`src/hdl/lpfd_pkg.sv`:
```
`timescale 1ns / 1ps
// ----------------------------------------------------------------------------
// Length-prefixed frame deframer package
// Types, codes and constants shared by the deframer modules.
// ----------------------------------------------------------------------------
package lpfd_pkg;

  localparam int HDR_BYTES   = 20;
  localparam int HDR_BITS    = HDR_BYTES * 8;
  localparam int HDR_IDX_W   = $clog2(HDR_BYTES);
  localparam int LIMIT_W     = 31;
  localparam int CFG_INDEX_W = 8;
  localparam int CFG_DATA_W  = 32;

  localparam logic [HDR_IDX_W-1:0] HDR_LAST = HDR_IDX_W'(HDR_BYTES - 1);

  localparam logic [LIMIT_W-1:0] RST_MAX_LENGTH    = LIMIT_W'(10 * 1024 * 1024);
  localparam logic [LIMIT_W-1:0] RST_MAX_DIMENSION = LIMIT_W'(8192);

  localparam logic [CFG_INDEX_W-1:0] CFG_MAX_LENGTH    = CFG_INDEX_W'(0);
  localparam logic [CFG_INDEX_W-1:0] CFG_MAX_DIMENSION = CFG_INDEX_W'(1);

  localparam logic OP_STREAM_BYTE = 1'b0;
  localparam logic OP_NEW_CONN    = 1'b1;

  localparam logic [1:0] KIND_HEADER  = 2'd0;
  localparam logic [1:0] KIND_PAYLOAD = 2'd1;
  localparam logic [1:0] KIND_ERROR   = 2'd2;

  localparam logic ERR_LENGTH     = 1'b0;
  localparam logic ERR_DIMENSIONS = 1'b1;

  typedef enum logic [1:0] {
    PH_HEADER  = 2'd0,
    PH_PAYLOAD = 2'd1,
    PH_ERROR   = 2'd2
  } phase_t;

  typedef struct packed {
    logic       operation;
    logic [7:0] data_byte;
  } item_t;

  typedef struct packed {
    logic [LIMIT_W-1:0] max_length;
    logic [LIMIT_W-1:0] max_dimension;
  } limits_t;

  typedef struct packed {
    logic [1:0]         kind;
    logic [7:0]         payload_byte;
    logic               last_of_frame;
    logic [LIMIT_W-1:0] frame_length;
    logic [LIMIT_W-1:0] frame_width;
    logic [LIMIT_W-1:0] frame_height;
    logic [63:0]        timestamp_us;
    logic               error_code;
  } result_t;

  // True for a positive signed 32-bit value no greater than the limit.
  function automatic logic in_range(input logic [31:0] v, input logic [LIMIT_W-1:0] limit);
    in_range = !v[31] && (v[LIMIT_W-1:0] != '0) && (v[LIMIT_W-1:0] <= limit);
  endfunction

endpackage

```
`src/hdl/lpfd_intf.sv`:
```
`timescale 1ns / 1ps
// ----------------------------------------------------------------------------
// Length-prefixed frame deframer channel interfaces
// Byte input channel, result channel and register write channel.
// ----------------------------------------------------------------------------
interface lpfd_in_if;
  logic       valid;
  logic       ready;
  logic       operation;
  logic [7:0] data_byte;

  modport source (output valid, output operation, output data_byte, input ready);
  modport sink   (input valid, input operation, input data_byte, output ready);
endinterface

interface lpfd_out_if;
  logic               valid;
  logic               ready;
  logic [1:0]         kind;
  logic [7:0]         payload_byte;
  logic               last_of_frame;
  logic [30:0]        frame_length;
  logic [30:0]        frame_width;
  logic [30:0]        frame_height;
  logic signed [63:0] timestamp_us;
  logic               error_code;

  modport source (output valid, output kind, output payload_byte, output last_of_frame,
                  output frame_length, output frame_width, output frame_height,
                  output timestamp_us, output error_code, input ready);
  modport sink   (input valid, input kind, input payload_byte, input last_of_frame,
                  input frame_length, input frame_width, input frame_height,
                  input timestamp_us, input error_code, output ready);
endinterface

interface lpfd_cfg_if;
  logic        valid;
  logic        ready;
  logic [7:0]  index;
  logic [31:0] data;

  modport source (output valid, output index, output data, input ready);
  modport sink   (input valid, input index, input data, output ready);
endinterface

```
`src/hdl/lpfd_cfg.sv`:
```
`timescale 1ns / 1ps
// ----------------------------------------------------------------------------
// Deframer limit registers
// Holds the maximum length and maximum dimension written over the config port.
// ----------------------------------------------------------------------------
module lpfd_cfg
  import lpfd_pkg::*;
(
  input  logic        clk,
  input  logic        rst_n,
  lpfd_cfg_if.sink    cfg_ch,
  output limits_t     limits
);

  limits_t limits_r;
  limits_t limits_nxt;

  assign cfg_ch.ready = 1'b1;
  assign limits       = limits_r;

  always_comb begin
    limits_nxt = limits_r;
    if (cfg_ch.valid) begin
      case (cfg_ch.index)
        CFG_MAX_LENGTH:    limits_nxt.max_length    = cfg_ch.data[LIMIT_W-1:0];
        CFG_MAX_DIMENSION: limits_nxt.max_dimension = cfg_ch.data[LIMIT_W-1:0];
        default: ;
      endcase
    end
  end

  always_ff @(posedge clk) begin
    if (!rst_n) begin
      limits_r.max_length    <= RST_MAX_LENGTH;
      limits_r.max_dimension <= RST_MAX_DIMENSION;
    end else begin
      limits_r <= limits_nxt;
    end
  end

endmodule

```
`src/hdl/lpfd_in_stage.sv`:
```
`timescale 1ns / 1ps
// ----------------------------------------------------------------------------
// Deframer input register
// Registers one request from the byte channel and hands it to the parser.
// ----------------------------------------------------------------------------
module lpfd_in_stage
  import lpfd_pkg::*;
(
  input  logic     clk,
  input  logic     rst_n,
  lpfd_in_if.sink  in_ch,
  input  logic     take,
  output logic     item_valid,
  output item_t    item
);

  logic  valid_r;
  logic  valid_nxt;
  item_t item_r;
  logic  load;

  assign in_ch.ready = !valid_r || take;
  assign load        = in_ch.valid && in_ch.ready;
  assign item_valid  = valid_r;
  assign item        = item_r;

  always_comb begin
    valid_nxt = valid_r;
    if (load) begin
      valid_nxt = 1'b1;
    end else if (take) begin
      valid_nxt = 1'b0;
    end
  end

  always_ff @(posedge clk) begin
    if (!rst_n) begin
      valid_r <= 1'b0;
    end else begin
      valid_r <= valid_nxt;
    end
  end

  always_ff @(posedge clk) begin
    if (load) begin
      item_r.operation <= in_ch.operation;
      item_r.data_byte <= in_ch.data_byte;
    end
  end

endmodule

```
`src/hdl/lpfd_core.sv`:
```
`timescale 1ns / 1ps
// ----------------------------------------------------------------------------
// Deframer parser and result register
// Collects the header, checks it, forwards payload bytes and holds the result.
// ----------------------------------------------------------------------------
module lpfd_core
  import lpfd_pkg::*;
(
  input  logic        clk,
  input  logic        rst_n,
  input  logic        item_valid,
  input  item_t       item,
  input  limits_t     limits,
  output logic        take,
  lpfd_out_if.source  out_ch
);

  phase_t                 phase_r;
  phase_t                 phase_nxt;
  logic [HDR_IDX_W-1:0]   idx_r;
  logic [HDR_IDX_W-1:0]   idx_nxt;
  logic [LIMIT_W-1:0]     rem_r;
  logic [LIMIT_W-1:0]     rem_nxt;
  logic [HDR_BITS-1:0]    hdr_r;
  logic [HDR_BITS-1:0]    hdr_nxt;
  logic [HDR_BITS-1:0]    hdr_shift;
  logic                   out_valid_r;
  logic                   out_valid_nxt;
  result_t                res_r;
  result_t                res_nxt;
  logic                   gen;
  logic                   fire;
  logic [31:0]            hdr_len;
  logic [31:0]            hdr_w;
  logic [31:0]            hdr_h;
  logic                   len_ok;
  logic                   dim_ok;

  assign take      = !out_valid_r || out_ch.ready;
  assign fire      = item_valid && take;
  assign hdr_shift = {hdr_r[HDR_BITS-9:0], item.data_byte};
  assign hdr_len   = hdr_shift[HDR_BITS-1 -: 32];
  assign hdr_w     = hdr_shift[HDR_BITS-33 -: 32];
  assign hdr_h     = hdr_shift[HDR_BITS-65 -: 32];
  assign len_ok    = in_range(hdr_len, limits.max_length);
  assign dim_ok    = in_range(hdr_w, limits.max_dimension) &&
                     in_range(hdr_h, limits.max_dimension);

  always_comb begin
    phase_nxt = phase_r;
    idx_nxt   = idx_r;
    rem_nxt   = rem_r;
    hdr_nxt   = hdr_r;
    res_nxt   = '0;
    gen       = 1'b0;
    if (fire) begin
      if (item.operation == OP_NEW_CONN) begin
        phase_nxt = PH_HEADER;
        idx_nxt   = '0;
        rem_nxt   = '0;
      end else begin
        case (phase_r)
          PH_HEADER: begin
            hdr_nxt = hdr_shift;
            if (idx_r >= HDR_LAST) begin
              idx_nxt = '0;
              gen     = 1'b1;
              if (!len_ok) begin
                phase_nxt          = PH_ERROR;
                res_nxt.kind       = KIND_ERROR;
                res_nxt.error_code = ERR_LENGTH;
              end else if (!dim_ok) begin
                phase_nxt          = PH_ERROR;
                res_nxt.kind       = KIND_ERROR;
                res_nxt.error_code = ERR_DIMENSIONS;
              end else begin
                phase_nxt            = PH_PAYLOAD;
                rem_nxt              = hdr_len[LIMIT_W-1:0];
                res_nxt.kind         = KIND_HEADER;
                res_nxt.frame_length = hdr_len[LIMIT_W-1:0];
                res_nxt.frame_width  = hdr_w[LIMIT_W-1:0];
                res_nxt.frame_height = hdr_h[LIMIT_W-1:0];
                res_nxt.timestamp_us = hdr_shift[63:0];
              end
            end else begin
              idx_nxt = idx_r + 1'b1;
            end
          end
          PH_PAYLOAD: begin
            gen                  = 1'b1;
            res_nxt.kind         = KIND_PAYLOAD;
            res_nxt.payload_byte = item.data_byte;
            if (rem_r <= LIMIT_W'(1)) begin
              res_nxt.last_of_frame = 1'b1;
              rem_nxt               = '0;
              phase_nxt             = PH_HEADER;
              idx_nxt               = '0;
            end else begin
              rem_nxt = rem_r - 1'b1;
            end
          end
          default: ;
        endcase
      end
    end
  end

  always_comb begin
    out_valid_nxt = out_valid_r;
    if (gen) begin
      out_valid_nxt = 1'b1;
    end else if (out_ch.ready) begin
      out_valid_nxt = 1'b0;
    end
  end

  always_ff @(posedge clk) begin
    if (!rst_n) begin
      phase_r     <= PH_HEADER;
      idx_r       <= '0;
      rem_r       <= '0;
      out_valid_r <= 1'b0;
    end else begin
      phase_r     <= phase_nxt;
      idx_r       <= idx_nxt;
      rem_r       <= rem_nxt;
      out_valid_r <= out_valid_nxt;
    end
  end

  always_ff @(posedge clk) begin
    hdr_r <= hdr_nxt;
    if (gen) begin
      res_r <= res_nxt;
    end
  end

  assign out_ch.valid         = out_valid_r;
  assign out_ch.kind          = res_r.kind;
  assign out_ch.payload_byte  = res_r.payload_byte;
  assign out_ch.last_of_frame = res_r.last_of_frame;
  assign out_ch.frame_length  = res_r.frame_length;
  assign out_ch.frame_width   = res_r.frame_width;
  assign out_ch.frame_height  = res_r.frame_height;
  assign out_ch.timestamp_us  = res_r.timestamp_us;
  assign out_ch.error_code    = res_r.error_code;

  a_idx_bound: assert property (@(posedge clk) disable iff (!rst_n)
    idx_r <= HDR_LAST)
    else $error("Header index ran past the header length.");

  a_payload_pending: assert property (@(posedge clk) disable iff (!rst_n)
    phase_r == PH_PAYLOAD |-> rem_r != '0)
    else $error("Payload phase entered with no bytes pending.");

  a_header_only_at_end: assert property (@(posedge clk) disable iff (!rst_n)
    gen && (res_nxt.kind == KIND_HEADER || res_nxt.kind == KIND_ERROR)
      |-> phase_r == PH_HEADER && idx_r == HDR_LAST)
    else $error("Header verdict issued before the header was complete.");

  a_header_starts_payload: assert property (@(posedge clk) disable iff (!rst_n)
    gen && res_nxt.kind == KIND_HEADER |=> phase_r == PH_PAYLOAD && rem_r == res_r.frame_length)
    else $error("Accepted header did not start the payload phase.");

  a_no_overwrite: assert property (@(posedge clk) disable iff (!rst_n)
    out_valid_r && !out_ch.ready |-> !gen)
    else $error("Result overwritten while the receiver was stalled.");

endmodule

```
`src/hdl/length_prefixed_frame_deframer_top.sv`:
```
`timescale 1ns / 1ps
// ----------------------------------------------------------------------------
// Length-prefixed frame deframer
// Splits a byte stream into checked frame headers and payload bytes.
//
// Requests arrive on in_ch, one stream byte or one new-connection marker each.
// Results leave on out_ch: a header request after 20 valid header bytes, one
// request per payload byte with the final byte marked, or a single error
// request after which bytes are dropped until the next new connection.
// The limits are written on cfg_ch, which is always ready; the user writes them
// only while idle, which the block itself does not enforce. A request is
// registered at the input, processed combinationally and held in the result
// register. While the receiver keeps taking results, the block takes one
// request per cycle; the input register and the result register let a new
// byte be accepted while a result waits to be taken.
// When the receiver stalls, the held result stays and at most one more input
// request is buffered before in_ch.ready drops. Reset returns to header
// collection, empties both registers and loads the default limits.
// ----------------------------------------------------------------------------
module length_prefixed_frame_deframer_top
  import lpfd_pkg::*;
(
  input  logic        clk,
  input  logic        rst_n,
  lpfd_in_if.sink     in_ch,
  lpfd_out_if.source  out_ch,
  lpfd_cfg_if.sink    cfg_ch
);

  limits_t limits;
  item_t   item;
  logic    item_valid;
  logic    take;

  lpfd_cfg u_cfg (
    .clk    (clk),
    .rst_n  (rst_n),
    .cfg_ch (cfg_ch),
    .limits (limits)
  );

  lpfd_in_stage u_in_stage (
    .clk        (clk),
    .rst_n      (rst_n),
    .in_ch      (in_ch),
    .take       (take),
    .item_valid (item_valid),
    .item       (item)
  );

  lpfd_core u_core (
    .clk        (clk),
    .rst_n      (rst_n),
    .item_valid (item_valid),
    .item       (item),
    .limits     (limits),
    .take       (take),
    .out_ch     (out_ch)
  );

endmodule

```
`src/flat_wrapper.sv`:
```
// flat-port wrapper written by rule: the top's interface ports become plain ports
module length_prefixed_frame_deframer_top_flat import lpfd_pkg::*;
  (clk, rst_n, in_ch_valid, in_ch_operation, in_ch_data_byte, in_ch_ready, out_ch_valid, out_ch_kind, out_ch_payload_byte, out_ch_last_of_frame, out_ch_frame_length, out_ch_frame_width, out_ch_frame_height, out_ch_timestamp_us, out_ch_error_code, out_ch_ready, cfg_ch_valid, cfg_ch_index, cfg_ch_data, cfg_ch_ready);
  lpfd_in_if in_ch_i ();
  lpfd_out_if out_ch_i ();
  lpfd_cfg_if cfg_ch_i ();
  input  logic clk;
  input  logic rst_n;
  input wire logic [$bits(in_ch_i.valid)-1:0] in_ch_valid;
  input wire logic [$bits(in_ch_i.operation)-1:0] in_ch_operation;
  input wire logic [$bits(in_ch_i.data_byte)-1:0] in_ch_data_byte;
  output wire logic [$bits(in_ch_i.ready)-1:0] in_ch_ready;
  output wire logic [$bits(out_ch_i.valid)-1:0] out_ch_valid;
  output wire logic [$bits(out_ch_i.kind)-1:0] out_ch_kind;
  output wire logic [$bits(out_ch_i.payload_byte)-1:0] out_ch_payload_byte;
  output wire logic [$bits(out_ch_i.last_of_frame)-1:0] out_ch_last_of_frame;
  output wire logic [$bits(out_ch_i.frame_length)-1:0] out_ch_frame_length;
  output wire logic [$bits(out_ch_i.frame_width)-1:0] out_ch_frame_width;
  output wire logic [$bits(out_ch_i.frame_height)-1:0] out_ch_frame_height;
  output wire logic [$bits(out_ch_i.timestamp_us)-1:0] out_ch_timestamp_us;
  output wire logic [$bits(out_ch_i.error_code)-1:0] out_ch_error_code;
  input wire logic [$bits(out_ch_i.ready)-1:0] out_ch_ready;
  input wire logic [$bits(cfg_ch_i.valid)-1:0] cfg_ch_valid;
  input wire logic [$bits(cfg_ch_i.index)-1:0] cfg_ch_index;
  input wire logic [$bits(cfg_ch_i.data)-1:0] cfg_ch_data;
  output wire logic [$bits(cfg_ch_i.ready)-1:0] cfg_ch_ready;
  assign in_ch_i.valid = in_ch_valid;
  assign in_ch_i.operation = in_ch_operation;
  assign in_ch_i.data_byte = in_ch_data_byte;
  assign in_ch_ready = in_ch_i.ready;
  assign out_ch_valid = out_ch_i.valid;
  assign out_ch_kind = out_ch_i.kind;
  assign out_ch_payload_byte = out_ch_i.payload_byte;
  assign out_ch_last_of_frame = out_ch_i.last_of_frame;
  assign out_ch_frame_length = out_ch_i.frame_length;
  assign out_ch_frame_width = out_ch_i.frame_width;
  assign out_ch_frame_height = out_ch_i.frame_height;
  assign out_ch_timestamp_us = out_ch_i.timestamp_us;
  assign out_ch_error_code = out_ch_i.error_code;
  assign out_ch_i.ready = out_ch_ready;
  assign cfg_ch_i.valid = cfg_ch_valid;
  assign cfg_ch_i.index = cfg_ch_index;
  assign cfg_ch_i.data = cfg_ch_data;
  assign cfg_ch_ready = cfg_ch_i.ready;
  length_prefixed_frame_deframer_top u_core (.clk(clk), .rst_n(rst_n), .in_ch(in_ch_i), .out_ch(out_ch_i), .cfg_ch(cfg_ch_i));
endmodule
```
`config.mk`:
```
export PLATFORM = sky130hd
export DESIGN_NAME = length_prefixed_frame_deframer_top_flat
export DESIGN_NICKNAME = d
export VERILOG_FILES = /design/src/hdl/lpfd_pkg.sv /design/src/hdl/lpfd_intf.sv /design/src/hdl/lpfd_cfg.sv /design/src/hdl/lpfd_in_stage.sv /design/src/hdl/lpfd_core.sv /design/src/hdl/length_prefixed_frame_deframer_top.sv /design/src/flat_wrapper.sv
export SDC_FILE = /design/constraint.sdc
export NUM_CORES = 1
export LEC_CHECK = 0
export ABC_AREA = 1
export BUFFER_PORTS_ARGS = -buffer_cell sky130_fd_sc_hd__clkbuf_2
export CORE_MARGIN = 2
export CORE_UTILIZATION = 45
export CTS_CLUSTER_SIZE = 24
export DETAILED_ROUTE_END_ITERATION = 7
export PLACE_DENSITY = 0.75
export SLEW_MARGIN = 20
export SYNTH_ARGS = -nofsm -noshare
export SYNTH_HDL_FRONTEND = slang
export SYNTH_SLANG_ARGS = --single-unit
```
`constraint.sdc`:
```
create_clock -name clk -period 22.3 [get_ports clk]
set_clock_uncertainty 0.15 [all_clocks]
set_input_delay 2.23 -clock clk [delete_from_list [all_inputs] [get_ports clk]]
set_output_delay 2.23 -clock clk [all_outputs]
set_load 0.02 [all_outputs]
```
==> results of run 1 <==
cell type report:
cell class                 count  area share (%)
tap                          539            3.08
multi-input combinational    995            25.4
sequential                   432            54.6
timing repair buffer         230            5.33
clock inverter                22           0.999
clock buffer                  58            5.60
inverter                     294            5.05
metal layers:
metal | share of wire [%] | vias up
met1 | 42 | 6291
li1 | - | 6354
met4 | 2.4 | 0
met2 | 46 | 468
met3 | 9.0 | 67
met5 | 0 | -
worst paths after layout:
check	start	to	slack, ns	cells after the start
min reg2reg	u_core.u_core.hdr_r[10]$_DFFE_PP_	u_core.u_core.hdr_r[18]$_DFFE_PP_	0.30	0
max reg2reg	u_core.u_in_stage.item[8]$_DFFE_PP_	u_core.u_core.out_ch.frame_height[3]$_SDFFCE_PP0P_	17.97	7
min	u_core.u_core.hdr_r[10]$_DFFE_PP_	u_core.u_core.hdr_r[18]$_DFFE_PP_	0.30	0
max	out_ch_ready	u_core.u_core.out_ch.frame_height[3]$_SDFFCE_PP0P_	16.80	9
worst max-delay path, stage by stage:
cell      delay (ns)
clkbuf_2        0.08
inv_1           0.03
nand2_1         0.06
nand2_1         0.14
nor3_1          0.26
clkinv_1        0.46
nand2_4         0.65
buf_4           0.69
buf_4           0.81
power by group:
part,leakage [uW],internal [uW],switching (uW)
logic,0.00475,31.4,65.6
registers,0.00416,875,12.3
clock network,0.000712,434,303
total,0.00962,1340,381
synthesized netlist by cell type, types with 14 or more instances:
cell,n,area [sq um]
nand2_1,196,736
buf_6,20,225
o21ai_0,71,355
xor2_1,17,149
inv_1,286,1070
clkbuf_1,19,71.3
edfxtp_1,330,9910
nor3_1,14,70.1
a21oi_1,130,651
nor2_1,294,1100
nand4_1,32,200
ha_1,96,1200
nand3_1,49,245
dfxtp_1,102,2040
stage by stage:
stage / instances / area, sq um / hold WS [ns] / total power (uW)
after CTS: 2570 / 21900 / 0.298 / 1730
after global routing: 2570 / 21900 / 0.304 / 1780
final: 2570 / 21900 / 0.296 / 1720
after global placement: 2490 / 20500 / 0.278 / 997
after detailed placement: 2490 / 20500 / 0.282 / 1000
after floorplan: 1776 / 19000 / 0.276 / 972
registers in the layout, indices dropped and copies added, names as in the netlist, 9 cells and up:
signal / flops
u_core.u_in_stage.item: 9
u_core.u_core.hdr_r: 152
u_core.u_cfg.limits: 62
u_core.u_core.out_ch.frame_width: 31
u_core.u_core.out_ch.timestamp_us: 64
u_core.u_core.rem_r: 31
u_core.u_core.out_ch.frame_length: 31
u_core.u_core.out_ch.frame_height: 31
cells by family (layout without fill, tap and decap cells):
logic type | Yosys count | count (layout)
DFF | 432 | 432
and+or+nand+nor | 634 | 634
buffers and inverters | 349 | 604
other | 1 | 1
AOI/OAI and AO/OA | 238 | 238
adders and majority gates | 96 | 96
xor gates and xnor gates | 26 | 26
==> impl_metrics.yaml, run 1 <==
critical_path:
  crit_path_end_kind: "flop"
  critPathRequiredTime_ns: 22.30
  arrival_ns: 5.50
  startpoint_type: "input pin"
  crit_fanout: 73
  crit_type: "input pin to flop"
finish:
  final_cell_mix: "edfxtp_1, nor2_1, inv_1"
  layout.area.seq_sq_um: 12000
  area_delta_synth_final_pct: 15.4
  insertedDiodeCount: 0
  fill_cells: 3609
  multiInputGateArea_sq_um: 5560
  final_net_count: 2147
  final_layout_size_suffix_gt1_share_pct: 17.2
  fin_util_pct: 52.5
  layout_commonest_cell: "edfxtp_1"
yosys:
  synth.area.mux_share_pct: 0
  syn_inst: 1776
  synth-xor-area-share_pct: 1.20
  yosys_warnings: 0
  synth_compound_area_share_pct: 6.96
  syn_nets: 1926
  ys_seq_elements: 432
  synth-simple-area-share_pct: 14.7
  seq_area_frac_synth_pct: 62.9
  synth_top_family_by_area: "simple AND/OR/NAND/NOR gates"
  synth_area_per_cell_sq_um: 10.7
  netlist_area_sq_um: 19000
  ys_types: 48
  synth-main-ff-cell: "edfxtp_1"
  synth_edf_count: 330
  async_reset_ff_share_pct: 0
  synthAdderAreaFrac_pct: 6.33
clock_tree:
  clk_transition_reported_paths_ns: 0.06
  cts_setup_buffers: 0
  cts_tree: "done"
  cts_buffers: 44
  cts.sinks: 432
  cts-root-buf: "clkbuf_16"
  clk-insertion-delay-late_ns: 0.55
  postCtsHoldBufs: 0
  clockBufferDepth: 3
  cts_resized: 0
  h-tree-depth: 2
timing:
  worst_slew_pin_slew_ns: 1.07
  slew_violations: 0
  setup_viol: 0
  max_freq_mhz: 182
  period_share_pct: 24.7
  finalHoldViolCount: 0
  slew_headroom_pct: 28.8
  post-route-min-period_ns: 5.50
  fin_tns_setup_ns: 0
  setup_ws_ns: 16.80
  grt_setup_unrepaired: "false"
route:
  vias: 13200
  wl_per_cell_um: 17.9
  routed_wl_mm: 46.1
  dr.pass1.iters: 5
  drc: 0
  routed_via_density: 5.13
  ant_nets: 0
  drtIter0Drc: 998
status:
  status: "completed"
global_route:
  antenna_found_initial: 0
  grt_pass1_vias: 12800
  grt_max_degree: 100
  grt_use_met2_pct: 33.9
  grt_pass1_wl_mm: 70.8
  grtUsageMet3_pct: 5.54
  overflow: 0
  grt_util_all_layers_pct: 21.0
  grt-busiest-layer: "met2"
  met1_usage_pct: 28.0
placement:
  finalWeightedCongestion: 0.944
  pre_cts_slack_ns: 16.17
  hpwl_mm: 32.9
  port_buffers: 223
floorplanning:
  core_sq_um: 41800
  start_util_pct: 45.5
  die_w_um: 209
  die_y_um: 209
  ios: 226
  dieArea_sq_um: 43900
  rows: 75
power_and_ir_drop:
  peakVddDrop_v: 0.0000746
  power.density_nw_per_um2: 78.6
  p_leak_uw: 0.00962
hold_path:
  min_path_type: "flop to flop"
flow_run:
  drv_cap: 0
Note: power is estimated with default switching activity, not from simulation.
==> run 2: changes to the inputs <==
--- a/config.mk
+++ b/config.mk
@@ -11,7 +11,7 @@
 export CORE_UTILIZATION = 45
 export CTS_CLUSTER_SIZE = 24
 export DETAILED_ROUTE_END_ITERATION = 7
-export PLACE_DENSITY = 0.75
+export PLACE_DENSITY = 0.78
 export SLEW_MARGIN = 20
 export SYNTH_ARGS = -nofsm -noshare
 export SYNTH_HDL_FRONTEND = slang
==> constraint.sdc (replaced) <==
create_clock -name clk -period 4.72 [get_ports clk]
set_clock_uncertainty 0.15 [all_clocks]
set_input_delay 0.472 -clock clk [delete_from_list [all_inputs] [get_ports clk]]
set_output_delay 0.472 -clock clk [all_outputs]
set_load 0.02 [all_outputs]
==> run 2 against run 1 <==
Power grew to 4.7 times the previous value. Setup slack worse by 15 ns. Global-route usage is 0.36 points higher. Highest routed layer unchanged.
==> impl_metrics.yaml, run 2 (same netlist as run 1, synthesis figures left out) <==
status:
  status: "completed"
clock_tree:
  cts_resized: 0
  clk_transition_reported_paths_ns: 0.07
  cts-root-buf: "clkbuf_16"
  cts_buffers: 43
  cts_setup_buffers: 0
  clockBufferDepth: 3
  h-tree-depth: 2
  clk-insertion-delay-late_ns: 0.56
  cts_tree: "done"
  cts.sinks: 432
  postCtsHoldBufs: 9
critical_path:
  reg2reg_depth: 15
  crit_type: "flop to flop"
  critPathMostFrequentCell: "nand2_1"
  crit_fanout: 44
  cp-endpoint: "u_core.u_core.out_ch.frame_length[17]$_SDFFCE_PP0P_"
  r2r_end: "u_core.u_core.out_ch.frame_length[17]$_SDFFCE_PP0P_"
  regToRegStartpoint: "u_core.u_core.hdr_r[126]$_DFFE_PP_"
  cp_slowest_cell: "edfxtp_1"
  path_buf_inv: 2
  path_depth: 15
  arrival_ns: 3.45
  worst_path_largest_cell_delay_ns: 0.56
  critPathRequiredTime_ns: 4.85
  r2r_setup_slack_ns: 1.40
  cp_top_family: "simple AND/OR/NAND/NOR gates"
  crit_chain: "ha_1 -> nand2_1 -> nor2_1 -> nand2_1 -> nand2_1 -> nand2_1 -> nand2_1 -> nand2_1 -> nand2_1 -> nand2_1 -> nand2_2 -> inv_2 -> nand3_4 -> buf_4 -> nor2_1"
  crit_path_end_kind: "flop"
  startpoint_type: "flop"
  crit_path_start: "u_core.u_core.hdr_r[126]$_DFFE_PP_"
finish:
  instances_no_fill: 2582
  area_delta_synth_final_pct: 15.9
  final_net_count: 2158
  fill_cells: 3515
  final_layout_size_suffix_gt1_share_pct: 17.1
  layout_commonest_cell: "edfxtp_1"
  largest_reg_flops: 152
  largest_register: "u_core.u_core.hdr_r"
  finalInstanceArea_sq_um: 22000
  layout.area.seq_sq_um: 12000
  multiInputGateArea_sq_um: 5570
  final_cell_mix: "edfxtp_1, nor2_1, inv_1"
placement:
  hpwl_mm: 33.1
  place_inst: 2493
  port_buffers: 223
  pre_cts_slack_ns: 1.44
  dpl-instance-area_sq_um: 20500
  finalWeightedCongestion: 0.937
floorplanning:
  dieArea_sq_um: 43900
  core_sq_um: 41800
  die_y_um: 209
  die_w_um: 209
  rows: 75
  ios: 226
  start_util_pct: 45.5
timing:
  period_share_pct: 70.3
  worst_slew_pin_slew_ns: 1.02
  post-route-min-period_ns: 3.32
  finalHoldViolCount: 0
  grt_setup_unrepaired: "false"
  setup_viol: 0
  setup_ws_ns: 1.40
  slew_violations: 0
  slew_headroom_pct: 32.0
  fin_tns_setup_ns: 0
  max_freq_mhz: 301
route:
  routed_wl_mm: 47.2
  routed_via_density: 5.17
  ant_nets: 0
  drc: 0
  drtIter0Drc: 977
  wl_per_cell_um: 18.3
  dr.pass1.iters: 7
  vias: 13400
hold_path:
  min_path_type: "input pin to flop"
global_route:
  antenna_found_initial: 1
  grt_pass1_wl_mm: 72.0
  grt_util_all_layers_pct: 21.3
  overflow: 0
  grt_pass1_vias: 13100
  grt_max_degree: 153
flow_run:
  drv_cap: 0
power_and_ir_drop:
  p_leak_uw: 0.00964
  total_power_uw: 8030
  peakVddDrop_v: 0.000333
  power.density_nw_per_um2: 365
[run 2: cell types whose count changed in the layout (fill, tap and decap cells not counted), moves of 2 or more]
cell,delta
buf_12,+3
clkbuf_16,-3
clkbuf_8,-3
clkinv_1,+2
clkinv_4,+3
dlygate4sd3_1,+9
inv_4,-2
inv_6,+3
[run 2: power by group]
part	internal [uW]	switching (uW)	total [uW]	leakage, uW
logic	156	310	465	0.00482
clock network	1910	1460	3370	0.000664
registers	4140	59.4	4190	0.00416
total	6200	1830	8030	0.00964
[run 2: worst reg2reg max path: stages, from the launching register on]
cell and delay, ns:
edfxtp_1 0.56, ha_1 0.37, nand2_1 0.07, nor2_1 0.18, nand2_1 0.07, nand2_1 0.09
nand2_1 0.06, nand2_1 0.05, nand2_1 0.04, nand2_1 0.05, nand2_1 0.06, nand2_2 0.13
inv_2 0.08, nand3_4 0.36, buf_4 0.55, nor2_1 0.18
[run 2: per-layer routing]
layer / up-vias / share of wire, % / GRT usage (%) / wire length, um
met4: 0 / 2.9 / 7.22 / 1380
met1: 6313 / 41 / 28.1 / 19200
met3: 98 / 9.9 / 5.67 / 4650
li1: 6381 / - / - / -
met2: 561 / 46 / 34.3 / 21900
met5: - / 0 / 0 / 0
[run 2: how the worst min path moves through the flow]
stage	endpoint	slack, ns	start	depth (start not counted)
2_1_floorplan	u_core.u_core.hdr_r[0]$_DFFE_PP_	0.28	u_core.u_in_stage.item[0]$_DFFE_PP_	0
3_3_place_gp	u_core.u_core.hdr_r[96]$_DFFE_PP_	0.28	u_core.u_core.hdr_r[88]$_DFFE_PP_	0
3_5_place_dp	u_core.u_core.hdr_r[19]$_DFFE_PP_	0.28	u_core.u_core.hdr_r[11]$_DFFE_PP_	0
4_1_cts	u_core.u_in_stage.item_valid$_SDFFE_PN0P_	0.009	in_ch_valid	3
5_1_grt	u_core.u_in_stage.item_valid$_SDFFE_PN0P_	0.03	in_ch_valid	3
6_report	u_core.u_in_stage.item_valid$_SDFFE_PN0P_	0.03	in_ch_valid	3
[run 2: area by class of cell]
cell class / instances / area share, %
inverter: 294 / 5.03
timing repair buffer: 242 / 6.00
clock buffer: 52 / 5.05
clock inverter: 27 / 1.19
antenna: 1 / 0.0114
sequential: 432 / 54.3
multi-input combinational: 995 / 25.3
tap: 539 / 3.07
[run 2: through the flow]
step                hold slack (ns)  util, %
finish                       0.0288     52.7
detailed placement            0.282     49.2
CTS                         0.00917     52.7
floorplan                     0.276        -
global placement              0.281     49.2
global route                 0.0319     52.7
